### config.mk
export PLATFORM = sky130hd
export DESIGN_NAME = pfpc_cell
export DESIGN_NICKNAME = d
export VERILOG_FILES = /design/src/hw/rtl/pfpc_pkg.sv /design/src/hw/rtl/pfpc_cell.sv
export SDC_FILE = /design/constraint.sdc
export NUM_CORES = 1
export LEC_CHECK = 0
export BUFFER_PORTS_ARGS = -buffer_cell sky130_fd_sc_hd__buf_4
export CORE_MARGIN = 4
export CORE_UTILIZATION = 30
export DETAILED_ROUTE_END_ITERATION = 16
export PLACE_DENSITY = 0.59
export SLEW_MARGIN = 20
export SYNTH_ARGS = -nofsm -noshare
export SYNTH_HDL_FRONTEND = slang
export SYNTH_SLANG_ARGS = --single-unit
### constraint.sdc
create_clock -name clk -period 2.5 [get_ports clk]
set_input_delay 0.375 -clock clk [delete_from_list [all_inputs] [get_ports clk]]
set_output_delay 0.375 -clock clk [all_outputs]
set_load 0.01 [all_outputs]
### src/hw/rtl/pfpc_pkg.sv
`timescale 1ns / 1ps
// ----------------------------------------------------------------------------
// pfpc_pkg
// Shared types and constants of the pixel format and palette converter.
// ----------------------------------------------------------------------------
package pfpc_pkg;

	// Default palette depth and the fixed field widths.
	localparam int unsigned PALETTE_DEPTH_DEF = 256;
	localparam int unsigned PIX_W  = 32;
	localparam int unsigned MODE_W = 2;
	localparam int unsigned DIST_W = 18;

	// Output format codes.
	typedef enum logic [MODE_W-1:0] {
		FMT_ARGB8888 = 2'd0,
		FMT_RGB565   = 2'd1,
		FMT_ALPHA    = 2'd2,
		FMT_LUT8     = 2'd3
	} fmt_mode_t;

	// Control sequencer states.
	typedef enum logic [1:0] {
		ST_IDLE,
		ST_WALK,
		ST_FIN
	} pfpc_state_t;

	// Control handed from the sequencer to the match unit.
	typedef struct packed {
		logic clear;
		logic step;
		logic live;
	} pfpc_step_t;

	// Squared ARGB distance between two pixels.
	function automatic logic [DIST_W-1:0] argb_dist(input logic [PIX_W-1:0] a,
			input logic [PIX_W-1:0] b);
		logic [7:0]        x;
		logic [7:0]        y;
		logic [7:0]        d;
		logic [DIST_W-1:0] acc;
		acc = '0;
		for (int k = 0; k < 4; k++) begin
			x = a[k*8 +: 8];
			y = b[k*8 +: 8];
			d = (x > y) ? (x - y) : (y - x);
			acc = acc + DIST_W'(16'(d) * 16'(d));
		end
		return acc;
	endfunction

	// RGB565 packing of an ARGB word.
	function automatic logic [15:0] pack_565(input logic [PIX_W-1:0] p);
		return {p[23:19], p[15:10], p[7:3]};
	endfunction

endpackage

### src/hw/rtl/pfpc_cell.sv
`timescale 1ns / 1ps
// ----------------------------------------------------------------------------
// pfpc_cell
// One palette entry of the rotating palette ring.
// ----------------------------------------------------------------------------
module pfpc_cell (
	input  logic                        clk,
	input  logic                        shift_en,
	input  logic                        load_en,
	input  logic [pfpc_pkg::PIX_W-1:0]  shift_in,
	input  logic [pfpc_pkg::PIX_W-1:0]  load_data,
	output logic [pfpc_pkg::PIX_W-1:0]  color_q
);

	// Take the neighbor's entry while rotating, or a new color when appended.
	always_ff @(posedge clk) begin
		if (load_en) begin
			color_q <= load_data;
		end else if (shift_en) begin
			color_q <= shift_in;
		end
	end

endmodule

==> results.sh <==
export IMPL_power_leakage_nw=1.12
export IMPL_ctsResizeCount=0
export IMPL_path_buf_inv=2
export IMPL_drtIter0Drc=17
export IMPL_peakVddDrop_mv=0.261
export IMPL_required_ns=2.48
export IMPL_maxCapViolCount=0
export IMPL_synth_fa_ha_area_frac=0
export IMPL_cts_root_buffer="clkbuf_8"
export IMPL_synthesis_nets=136
export IMPL_regArea_um2=961
export IMPL_routedWlPerCell_um=14.5
export IMPL_multi_input_area_um2=475
export IMPL_post_cts_buffers=0
export IMPL_worstPathArrival_ns=1.36
export IMPL_yosys_area_share_simple=0.00415
export IMPL_grt_pass1_wl_um=5230
export IMPL_clock_sinks=32
export IMPL_synth_area_per_cell_um2=21.9
export IMPL_largest_register="color_q"
export IMPL_outcome="finished clean"
export IMPL_synthesis_area_mm2=0.00151
export IMPL_synth_compound_area_frac=0
export IMPL_start_util=0.315
export IMPL_ant_nets=0
export IMPL_critPathLaunchType="primary input"
export IMPL_syn2layout_area_growth_pct=58.3
export IMPL_critical_path_class="primary input to flop"
export IMPL_power_density_mw_per_mm2=603
export IMPL_max_stage_delay_ns=0.42
export IMPL_synthCells=69
export IMPL_routed_wirelength_um=3490
export IMPL_rsz0062_at_grt="false"
export IMPL_synth_distinct_cells=6
export IMPL_dieArea_mm2=0.00622
export IMPL_worstSetupEndpointType="flop"
export IMPL_drc_errors=0
export IMPL_layout_drive_gt1_share=0.805
export IMPL_clock_path_buffers=2
export IMPL_die_height_um=78.9
export IMPL_final_util=0.499
export IMPL_diodes=0
export IMPL_cts_tree="yes"
export IMPL_slew_headroom=0.716
export IMPL_antenna_found_initial=0
export IMPL_grt_max_degree=19
export IMPL_finalHoldViolCount=0
export IMPL_fillers=424
export IMPL_first_global_vias=1098
export IMPL_synth_xor_area_share=0
export IMPL_cts_hold_buf=0
export IMPL_port_buffers=98
export IMPL_largest_registers="color_q (32)"
export IMPL_slowest_stage="or2_1"
export IMPL_tightest_slew_ns=0.426
export IMPL_cp_cell_sequence="buf_4 -> or2_1 -> buf_4"
export IMPL_drt_first_pass_iters=4
export IMPL_grt_usage=0.115
export IMPL_rows=25
export IMPL_ys_seq_elements=32
export IMPL_cp_top_family="buffers and inverters"
export IMPL_vias=980
export IMPL_timing_final_crit_period_ns=1.38
export IMPL_viasPerCell=4.07
export IMPL_die_width_um=78.9
export IMPL_synth_area_mux_share=0.311
export IMPL_synth_top_family_by_area="multiplexers"
export IMPL_final_max_slew_viol_count=0
export IMPL_yosys_warnings=0
export IMPL_finalSetupViolations=0
export IMPL_cts_made_buffers=5
export IMPL_timing_final_crit_share=0.551
export IMPL_tns_ns=0
export IMPL_largest_reg_flops=32
export IMPL_coreArea_mm2=0.00479
export IMPL_fmax_mhz=726
export IMPL_htree_levels=2
export IMPL_hold_path_class="primary input to flop"
export IMPL_gp_congestion=0.691
export IMPL_ys_seq_area_frac=0.637
export IMPL_clk_pin_slew_ns=0.06
export IMPL_pin_count=99
export IMPL_worst_path_most_repeated_cell="buf_4"
export IMPL_nets=240
export IMPL_worst_path_max_fanout=18
export IMPL_grt_ovfl_total=0
==> routing by layer <==
layer,global-route usage,part of all wire,vias to the layer above
li1,-,-,475
met1,0.122,0.36,452
met2,0.194,0.54,51
met3,0.0658,0.099,2
met4,0.0361,0.0043,0
met5,0,0,-
==> cells in the mapped netlist <==
cell / instances / area share
or2_1: 1 / 0.0042
buf_6: 1 / 0.0075
mux2_4: 29 / 0.29
edfxtp_1: 32 / 0.64
buf_12: 3 / 0.040
mux2_2: 3 / 0.022
==> cell type report <==
cell class                      instances  area share
Tap cell                               67      0.0351
Clock buffer                            6      0.0304
Timing Repair Buffer                  101       0.318
Sequential cell                        32       0.403
Multi-Input combinational cell         33       0.199
Clock inverter                          2      0.0147
==> report_power, final <==
| part | leakage [nW] | switching [mW] | internal, mW |
|---|---|---|---|
| Combinational | 0.736 | 0.102 | 0.192 |
| Sequential | 0.326 | 0.0173 | 0.659 |
| Clock | 0.0552 | 0.173 | 0.295 |
| Total | 1.12 | 0.292 | 1.15 |
==> worst paths after layout <==
kind,slack [ns],cells after the start,to,from
setup / recovery,1.12,3,color_q[30]$_DFFE_PP_,load_en
hold / removal,0.39,2,color_q[8]$_DFFE_PP_,shift_in[8]
==> metrics by stage <==
stage	cells	hold slack, ns	power [mW]	cell area [µm²]	setup slack (ns)
after floorplan	69	0.592	0.814	1510	0.712
after global placement	233	0.679	0.985	2280	0.843
after detailed placement	233	0.679	0.988	2280	0.799
after CTS	241	0.381	1.46	2390	1.11
after global routing	241	0.372	1.51	2390	0.999
final	241	0.394	1.44	2390	1.12
==> cells by family (layout without fill, tap and decap cells) <==
| logic type | after synthesis | in the layout |
|---|---|---|
| and+or+nand+nor | 1 | 1 |
| muxes | 32 | 32 |
| DFF | 32 | 32 |
| buffers and inverters | 4 | 109 |
==> cells in the final DEF, fill, tap and decap left out, drive strengths merged <==
cell type	n
buf	101
bufinv	1
clkbuf	6
clkinv	1
edfxtp	32
mux2	32
or2	1
Power figures use the tool's default switching activity.
