<file path="src/hw/rtl/pfpc_pkg.sv">
`timescale 1ns / 1ps
// ----------------------------------------------------------------------------
// pfpc_pkg
// Shared types and constants of the pixel format and palette converter.
// ----------------------------------------------------------------------------
package pfpc_pkg;

	// Default palette depth and the fixed field widths.
	localparam int unsigned PALETTE_DEPTH_DEF = 256;
	localparam int unsigned PIX_W  = 32;
	localparam int unsigned MODE_W = 2;
	localparam int unsigned DIST_W = 18;

	// Output format codes.
	typedef enum logic [MODE_W-1:0] {
		FMT_ARGB8888 = 2'd0,
		FMT_RGB565   = 2'd1,
		FMT_ALPHA    = 2'd2,
		FMT_LUT8     = 2'd3
	} fmt_mode_t;

	// Control sequencer states.
	typedef enum logic [1:0] {
		ST_IDLE,
		ST_WALK,
		ST_FIN
	} pfpc_state_t;

	// Control handed from the sequencer to the match unit.
	typedef struct packed {
		logic clear;
		logic step;
		logic live;
	} pfpc_step_t;

	// Squared ARGB distance between two pixels.
	function automatic logic [DIST_W-1:0] argb_dist(input logic [PIX_W-1:0] a,
			input logic [PIX_W-1:0] b);
		logic [7:0]        x;
		logic [7:0]        y;
		logic [7:0]        d;
		logic [DIST_W-1:0] acc;
		acc = '0;
		for (int k = 0; k < 4; k++) begin
			x = a[k*8 +: 8];
			y = b[k*8 +: 8];
			d = (x > y) ? (x - y) : (y - x);
			acc = acc + DIST_W'(16'(d) * 16'(d));
		end
		return acc;
	endfunction

	// RGB565 packing of an ARGB word.
	function automatic logic [15:0] pack_565(input logic [PIX_W-1:0] p);
		return {p[23:19], p[15:10], p[7:3]};
	endfunction

endpackage

</file>
<file path="src/hw/rtl/pfpc_match.sv">
`timescale 1ns / 1ps
// ----------------------------------------------------------------------------
// pfpc_match
// Exact match and nearest color tracking at the head of the palette ring.
// ----------------------------------------------------------------------------
module pfpc_match #(
	parameter int unsigned IDX_W = 8
) (
	input  logic                        clk,
	input  pfpc_pkg::pfpc_step_t        ctl,
	input  logic [IDX_W-1:0]            idx,
	input  logic [pfpc_pkg::PIX_W-1:0]  head_color,
	input  logic [pfpc_pkg::PIX_W-1:0]  pixel,
	output logic                        found_q,
	output logic [IDX_W-1:0]            found_idx_q,
	output logic [IDX_W-1:0]            best_idx_q,
	output logic [pfpc_pkg::PIX_W-1:0]  best_color_q
);

	logic [pfpc_pkg::DIST_W-1:0] head_dist;
	logic [pfpc_pkg::DIST_W-1:0] best_dist_q;

	assign head_dist = pfpc_pkg::argb_dist(head_color, pixel);

	// First exact match and first entry of least distance.
	always_ff @(posedge clk) begin
		if (ctl.clear) begin
			found_q     <= 1'b0;
			best_dist_q <= '1;
		end else if (ctl.step && ctl.live) begin
			if (!found_q && head_color == pixel) begin
				found_q     <= 1'b1;
				found_idx_q <= idx;
			end
			if (head_dist < best_dist_q) begin
				best_dist_q  <= head_dist;
				best_idx_q   <= idx;
				best_color_q <= head_color;
			end
		end
	end

endmodule

</file>
<file path="config.mk">
export PLATFORM = sky130hd
export DESIGN_NAME = pfpc_match
export DESIGN_NICKNAME = d
export VERILOG_FILES = /design/src/hw/rtl/pfpc_pkg.sv /design/src/hw/rtl/pfpc_match.sv
export SDC_FILE = /design/constraint.sdc
export NUM_CORES = 1
export LEC_CHECK = 0
export BUFFER_PORTS_ARGS = -buffer_cell sky130_fd_sc_hd__buf_4
export CAP_MARGIN = 0
export CORE_MARGIN = 5
export CORE_UTILIZATION = 65
export CTS_BUF_LIST = sky130_fd_sc_hd__clkbuf_8
export CTS_CLUSTER_DIAMETER = 120
export CTS_CLUSTER_SIZE = 25
export DETAILED_ROUTE_END_ITERATION = 7
export PLACE_DENSITY = 0.94
export SYNTH_ARGS = -nofsm -noshare
export SYNTH_HDL_FRONTEND = slang
export SYNTH_SLANG_ARGS = --single-unit
</file>
<file path="constraint.sdc">
create_clock -name clk -period 37.4 [get_ports clk]
set_input_delay 5.61 -clock clk [delete_from_list [all_inputs] [get_ports clk]]
set_output_delay 5.61 -clock clk [all_outputs]
set_load 0.03 [all_outputs]
</file>
==> results of run 1 <==
## synthesized netlist by cell type, types with 20 or more instances
master	n	area share (%)
or2_2	20	0.99
xnor2_1	20	1.4
a21oi_1	44	1.7
nand2b_1	34	1.7
fa_1	190	30
inv_1	355	11
nand2_1	40	1.2
edfxtp_1	48	11
o21ai_0	22	0.87
mux2i_1	31	2.4
nor2_1	110	3.3
ha_1	178	18
a21o_1	30	1.8
## registers in the layout (all words and copies together), names as in the netlist
register / flops
best_dist_q: 18
best_idx_q: 8
found_idx_q: 8
found_q: 1
best_color_q: 32
## cells in the final DEF, fill, tap and decap left out, types with 16 or more instances in the layout
cell      netlist  routed
inv_1         355     355
fa_1          190     190
ha_1          178     178
buf_4           2     132
nor2_1        110     109
edfxtp_1       48      48
a21oi_1        44      44
nand2_1        40      40
nand2b_1       34      34
mux2i_1        31      31
a21o_1         30      30
o21ai_0        22      22
or2_2          20      20
xnor2_1        20      20
dfxtp_1        19      19
xor2_1         16      16
## per-layer routing
metal	vias to the layer above	global-route usage, %
met4	0	14.96
met3	138	5.148
met1	4839	31.06
met5	-	0
met2	456	51.83
li1	4447	-
## how the worst min path moves through the flow
stage,slack [ns],end,depth (start not counted),start
floorplan,0.44,best_dist_q[1]$_SDFFE_PP1P_,1,best_dist_q[1]$_SDFFE_PP1P_
global placement,0.44,best_dist_q[5]$_SDFFE_PP1P_,1,best_dist_q[5]$_SDFFE_PP1P_
detailed placement,0.46,best_dist_q[0]$_SDFFE_PP1P_,1,best_dist_q[0]$_SDFFE_PP1P_
CTS,0.48,best_dist_q[0]$_SDFFE_PP1P_,1,best_dist_q[0]$_SDFFE_PP1P_
global route,0.51,best_dist_q[9]$_SDFFE_PP1P_,2,best_dist_q[9]$_SDFFE_PP1P_
finish,0.48,best_dist_q[0]$_SDFFE_PP1P_,1,best_dist_q[0]$_SDFFE_PP1P_
## cell families after synthesis
| logic type | count (synthesis) | synth area share (%) |
|---|---|---|
| buffers and inverters | 382 | 11.62 |
| adders and majority gates | 368 | 47.53 |
| and+or+nand+nor | 283 | 11.08 |
| AOI/OAI and AO/OA | 171 | 9.525 |
| DFF | 67 | 14.36 |
| xor gates and xnor gates | 40 | 2.997 |
| muxes | 36 | 2.889 |
## through the flow
stage                     hold WS (ns)  worst slack (ns)  area (µm²)
after floorplan                 0.4354             20.29       12690
after detailed placement        0.4567             20.47       13890
after CTS                       0.4782             20.84       14120
after global routing            0.5098             20.14       14120
after global placement          0.4419             21.07       13890
final                           0.4807             20.70       14120
## layout make-up
type	instances	area, µm²
Inverter	358	1344
Timing Repair Buffer	132	991.0
Fill cell	1214	5216
Tap cell	265	331.6
Sequential cell	67	1822
Multi-Input combinational cell	898	9400
Clock buffer	9	123.9
Clock inverter	7	106.4
## worst max-delay path: cells and delay by family
| kind | cells | cell delay, ns |
|---|---|---|
| muxes | 1 | 0.29 |
| buffers and inverters | 8 | 0.90 |
| adders and majority gates | 11 | 4.94 |
| AOI/OAI and AO/OA | 13 | 3.52 |
| and+or+nand+nor | 5 | 1.23 |
| xor gates and xnor gates | 1 | 0.17 |
==> out/results.txt, run 1 <==
Relative slew slack: 18.06%
Final cell count without fillers: 1736
Synth-to-layout area growth: 11.26%
Post-CTS setup buffers: 0
DP HPWL: 24730 µm
Netlist cell types: 73
Worst EP arrival: 16.73 ns
Diodes inserted: 0
Grt total ovfl: 0
Reg2reg path depth: 10
CTS tree: yes
Asr flop ratio synth: 0%
YS warnings: 0
Largest net degree at the start of global routing: 41
CP max FO: 40
TritonRoute pass-1 iters: 5
Num CTS Buffers: 9
M1 WL: 10990 µm
Startpoint types: input port
CP startpoint: head_color[4]
Final Util: 73.02%
Post-synth EDFFs: 48
Core Region: 19330 µm²
CP most frequent cell: fa_1
Final min period: 16.70 ns
Cells after synthesis: 1347
Clk_lat worst skew: 0.39 ns
Final slew viol count: 0
First-pass GRT wire length: 50290 µm
Top layer in use: met4
Synthesized area per cell: 9.421 µm²
Std cell rows: 51
Setup Skew: 0.01336 ns
GP Congestion: 0.9195
Via density: 5.691
FF-to-FF End: best_color_q[11]$_DFFE_PP_
Routed WL: 30770 µm
Layout Nets: 1910
Syn Nets: 1791
Clk buf depth: 2
R2R Setup Slk: 34.53 ns
CP max stage cell: o211ai_1
Routed len/inst: 17.72 µm
Critical R2R Launch: best_dist_q[11]$_SDFFE_PP1P_
Max-cap viol count: 0
Maximum clock rate: 59.88 MHz
Aggregate global-route resource usage: 28.28%
Initial antenna violation count: 0
CP required: 37.43 ns
Final setup TNS: 0 ns
Cells after DPL: 1720
Post-CTS Hold Fix Bufs: 0
Crit-path max cell delay: 0.69 ns
Crit path kind: in -> reg
Main flop type after synthesis: edfxtp_1
Die Width: 149.7 µm
Vias in the first global route: 10845
Die height: 149.7 µm
Port bufs: 124
DRC: 0
Die area: 22420 µm²
# IOs: 125
Final-report setup violation count: 0
Share of cells above drive strength 1: 13.39%
Violation count after the first detailed-route iteration: 699
Antenna violation net count after detailed routing: 0
Met2 WL post-DR: 16170 µm
Seq cells post-synth: 67
Slew @ Worst Pin: 1.220 ns
Hold Vio Cnt, Final: 0
H-tree depth: 3
Post-cts sizing count: 0
Routed wl met3: 2057 µm
Clock Sinks: 67
Via count: 9880
Initial Utilization: 65.63%
CP endpoint: best_color_q[11]$_DFFE_PP_
CTS Root Cell: clkbuf_8
Final period utilization: 44.65%
Seq/Total Area, Yosys: 14.36%
Worst setup EP type: register
Clock-pin slew on the worst setup and hold paths: 0.09 ns
Status: finished, final reports clean
Worst hold path class: reg -> reg
Post-Syn Area: 12690 µm²
RSZ-0062 raised after global routing: false
Power of run 1 is not shown: default switching activity piles up to over one toggle a cycle in this logic, so the estimate is an artifact.
==> run 2, diff against run 1 <==
CORE_UTILIZATION = 63   (was 65)
PLACE_DENSITY = 0.91   (was 0.94)
clock period = 16.62 ns   (was 37.4 ns; I/O delays follow)
==> run 2 against run 1 <==
Net effect:
- clock skew rose by 0.0035 ns
- cell area barely moved
- worst hold slack got worse by 0.012 ns
- routed wire length fell by 4.5%
- largest cell class unchanged
- first-iteration DRC count fell by 15%
==> out/results.txt, run 2 (synthesized netlist as in run 1, its figures left out) <==
Final slew viol count: 0
H-tree depth: 3
Num CTS Buffers: 9
Relative slew slack: 20.59%
Biggest regs: best_color_q: 32 flops, best_dist_q: 18 flops
Hold Vio Cnt, Final: 0
Grt total ovfl: 0
Maximum clock rate: 74.95 MHz
Hold_ws: 0.4688 ns
Share of cells above drive strength 1: 13.33%
Violation count after the first detailed-route iteration: 597
Std cell rows: 52
FF-to-FF End: best_color_q[12]$_DFFE_PP_
Vias in the first global route: 10672
Port bufs: 124
Synth-to-layout area growth: 11.25%
Post-CTS setup buffers: 0
CP max stage cell: xnor2_1
Die height: 151.9 µm
Commonest non-fill, non-tap cell in the layout: inv_1
Layout Nets: 1909
Max reg flops: 32
CTS tree: yes
# IOs: 125
Clk_lat worst skew: 0.40 ns
Initial antenna violation count: 0
Via count: 9728
Via density: 5.591
Worst setup EP type: register
CP max FO: 40
Critical R2R Launch: best_dist_q[11]$_SDFFE_PP1P_
Post-cts sizing count: 0
DRC: 0
Max-cap viol count: 0
R2R Setup Slk: 13.65 ns
Setup Skew: 0.01683 ns
Post-CTS Hold Fix Bufs: 0
GP Congestion: 0.8997
CTS Root Cell: clkbuf_8
Antenna violation net count after detailed routing: 0
Top reg by flops: best_color_q
Final min period: 13.34 ns
Clock Sinks: 67
Final Util: 70.45%
Die area: 23080 µm²
Initial Utilization: 63.32%
First-pass GRT wire length: 49120 µm
RSZ-0062 raised after global routing: false
Diodes inserted: 0
CP startpoint: head_color[16]
Worst hold path class: reg -> reg
Final period utilization: 80.28%
Most frequent cells in the layout: inv_1 (355), fa_1 (190), ha_1 (178), buf_4 (131), nor2_1 (109)
Hold depth: 1
Crit path kind: in -> reg
Final setup TNS: 0 ns
Status: finished, final reports clean
Crit-path max cell delay: 0.91 ns
Startpoint types: input port
Reg2reg path depth: 10
Hold Crit Start: best_dist_q[5]$_SDFFE_PP1P_
Slew @ Worst Pin: 1.183 ns
CP required: 16.65 ns
Aggregate global-route resource usage: 25.78%
Clock-pin slew on the worst setup and hold paths: 0.09 ns
Core Region: 20040 µm²
Clk buf depth: 2
Worst EP arrival: 13.37 ns
Die Width: 151.9 µm
CP most frequent cell: fa_1
Final-report setup violation count: 0
TritonRoute pass-1 iters: 7
Worst Hold Path EP: best_dist_q[5]$_SDFFE_PP1P_
Routed len/inst: 16.89 µm
Largest net degree at the start of global routing: 41
Routed WL: 29390 µm
DP HPWL: 23980 µm
## run 2: cell type report
class	count	area, µm²
clock buffer	9	123.9
clock inverter	7	106.4
fill	1404	5922
inverter	358	1344
multi-input combinational	898	9400
sequential	67	1822
tap	270	337.8
timing repair buffer	131	983.4
## run 2: how the worst max path moves through the flow
stage                                 endpoint  slack [ns]  cells past startpoint
floorplan            best_color_q[0]$_DFFE_PP_        2.63                     41
global placement    best_color_q[21]$_DFFE_PP_        3.38                     39
detailed placement  best_color_q[14]$_DFFE_PP_        2.98                     39
CTS                 best_color_q[12]$_DFFE_PP_        3.35                     39
global route        best_color_q[11]$_DFFE_PP_        2.61                     41
finish              best_color_q[12]$_DFFE_PP_        3.28                     36
## run 2: critical path: cells and delay by family
family,cells,cell delay [ns]
buffers and inverters,6,0.89
XOR/XNOR,2,1.16
AND/OR/NAND/NOR,5,0.93
adder cells (fa/ha/maj),11,5.32
AO/OA/AOI/OAI,12,2.56
## run 2: metrics by stage
step	setup WS, ns	area (µm²)	std cells
3_3_place_gp	3.378	13890	1724
4_1_cts	3.346	14120	1740
2_1_floorplan	2.625	12690	1347
6_report	3.278	14120	1740
3_5_place_dp	2.981	13890	1724
5_1_grt	2.609	14120	1740
## run 2: layer usage
metal | GRT usage (%) | wire, µm
met2 | 47.61 | 15680
met3 | 3.811 | 1678
met1 | 28.73 | 10550
met4 | 13.31 | 1484
met5 | 0 | 0
Power of run 2 is left out for the same reason.
==> run 3, diff against run 2 <==
ABC_AREA = 1   (was unset)
CORE_UTILIZATION = 57   (was 63)
PLACE_DENSITY = 0.87   (was 0.91)
clock period = 11.2 ns   (was 16.62 ns; I/O delays follow)
==> run 3 against run 2 <==
Net effect:
- final cell count rose by 19%
- area after synthesis rose by 3.8%
- worst hold slack improved by 0.0024 ns
- register-to-register slack got worse by 4.6 ns
- sequential share of layout area fell by 0.44 points
- count of clock-buffer cells in the layout did not move
- via count rose by 9.4%
- core utilization fell by 6.1 points
- setup slack got worse by 2.4 ns
- sequential cell count did not move
- critical path depth rose by 1
- first-iteration DRC count rose by 23%
- highest routed layer unchanged
==> out/results.txt, run 3 <==
Die area: 26250 µm²
Port bufs: 124
# IOs: 125
Crit-path max cell delay: 0.59 ns
Hold Vio Cnt, Final: 0
Initial antenna violation count: 0
CTS tree: yes
Std cell rows: 55
GP Congestion: 0.9301
Num CTS Buffers: 9
CP required: 11.25 ns
Biggest regs: best_color_q: 32 flops, best_dist_q: 18 flops
CP max stage cell: fa_1
Final min period: 10.35 ns
Synth-to-layout area growth: 10.91%
DP HPWL: 26870 µm
Largest net degree at the start of global routing: 25
Netlist cell types: 38
Main flop type after synthesis: edfxtp_1
CP most frequent cell: fa_1
Post-synth EDFFs: 48
Maximum clock rate: 96.60 MHz
Die height: 162.0 µm
Diodes inserted: 0
Synthesized area per cell: 7.959 µm²
Synth area leader: fa_1
Asr flop ratio synth: 0%
YS warnings: 0
M1 WL: 12250 µm
Count leader, synth: inv_1
Crit path kind: in -> reg
Final-report setup violation count: 0
Syn Nets: 2099
Routed wl met3: 2032 µm
Layout Nets: 2227
Max-cap viol count: 0
Post-CTS setup buffers: 0
Routed WL: 30640 µm
Synth top cells by count: inv_1 (444), nand2_1 (354), fa_1 (190)
Post-cts sizing count: 0
CP max FO: 24
Initial Utilization: 58.01%
Seq/Total Area, Yosys: 13.83%
Worst setup EP type: register
Post-synth top area share: 28.88%
Clk buf depth: 2
Post-Syn Area: 13170 µm²
CTS Root Cell: clkbuf_8
Setup Skew: 0.02001 ns
Top reg by flops: best_color_q
Vias in the first global route: 11095
Clock-pin slew on the worst setup and hold paths: 0.10 ns
Final period utilization: 92.42%
Via density: 5.135
Relative slew slack: 66.35%
Top layer in use: met4
Die Width: 162.0 µm
Worst EP arrival: 10.40 ns
Slew @ Worst Pin: 0.5031 ns
Clock Sinks: 67
Antenna violation net count after detailed routing: 0
Most frequent cells in the layout: inv_1 (444), nand2_1 (354), fa_1 (190), ha_1 (178), buf_4 (132)
Status: finished, final reports clean
RSZ-0062 raised after global routing: false
Met2 WL post-DR: 15020 µm
Via count: 10645
TritonRoute pass-1 iters: 5
Synth top area cells: fa_1 (29%), ha_1 (17%), inv_1 (13%), edfxtp_1 (11%), nand2_1 (10%)
Worst hold path class: reg -> reg
Core Region: 22710 µm²
Violation count after the first detailed-route iteration: 734
Startpoint types: input port
H-tree depth: 3
Share of cells above drive strength 1: 11.63%
Seq cells post-synth: 67
Commonest non-fill, non-tap cell in the layout: inv_1
Final setup TNS: 0 ns
Max reg flops: 32
Routed len/inst: 14.78 µm
Cells after synthesis: 1655
Aggregate global-route resource usage: 23.99%
Grt total ovfl: 0
First-pass GRT wire length: 51190 µm
Final Util: 64.34%
Post-CTS Hold Fix Bufs: 0
Clk_lat worst skew: 0.39 ns
DRC: 0
Final slew viol count: 0
==> run 3: cell types whose count changed in the layout (fill, tap and decap cells not counted), moves of 20 or more <==
cell,change
nand2_1,+314
inv_1,+89
nand3_1,+68
nand2b_1,-34
mux2i_1,-31
a21o_1,-26
nand2_2,+25
or2_2,-20
==> run 3: layer usage <==
layer  vias to the layer above  GRT usage (%)
met5                         -              0
met4                         0          10.73
met3                        74          3.349
met2                       367          41.84
met1                      5010          29.74
li1                       5194              -
==> run 3: cells by family after synthesis <==
kind of cell	share of synthesized area, %
buffers and inverters	14.02
AND/OR/NAND/NOR	19.59
flip-flops	13.83
XOR/XNOR	2.327
AO/OA/AOI/OAI	4.455
adder cells (fa/ha/maj)	45.78
==> run 3: path summary, 6_finish.rpt <==
check                                     from                            to  slack, ns  cells after the start
setup / recovery                head_color[26]    best_color_q[23]$_DFFE_PP_       0.85                     37
hold / removal    best_dist_q[14]$_SDFFE_PP1P_  best_dist_q[14]$_SDFFE_PP1P_       0.47                      2
setup reg to reg   best_dist_q[9]$_SDFFE_PP1P_    best_color_q[23]$_DFFE_PP_       9.04                      9
hold reg to reg   best_dist_q[14]$_SDFFE_PP1P_  best_dist_q[14]$_SDFFE_PP1P_       0.47                      2
==> run 3: critical path: cells and delay by family <==
kind	cells	cell delay (ns)
buf+inv	9	0.87
xor+xnor	1	0.26
fa+ha+maj	11	5.21
compound gates	1	0.19
simple gates	15	2.13
==> run 3: cell type report <==
type                            count  area, µm²
Sequential cell                    67       1822
Inverter                          459       1725
Clock inverter                      7      80.08
Fill cell                        1839       8099
Clock buffer                        9      123.9
Multi-Input combinational cell   1114       9512
Tap cell                          285      356.6
Timing Repair Buffer              132      991.0
==> run 3: metrics by stage <==
stage               setup WS [ns]  cell area (µm²)  std cells  hold slack, ns
floorplan                  0.5576            13180       1655          0.4335
global placement           0.6454            14410       2057          0.4420
detailed placement         0.5048            14410       2057          0.4489
CTS                        0.8585            14610       2073          0.4717
global route               0.3323            14610       2073          0.5009
finish                     0.8485            14610       2073          0.4712
Power of run 3 is left out for the same reason.
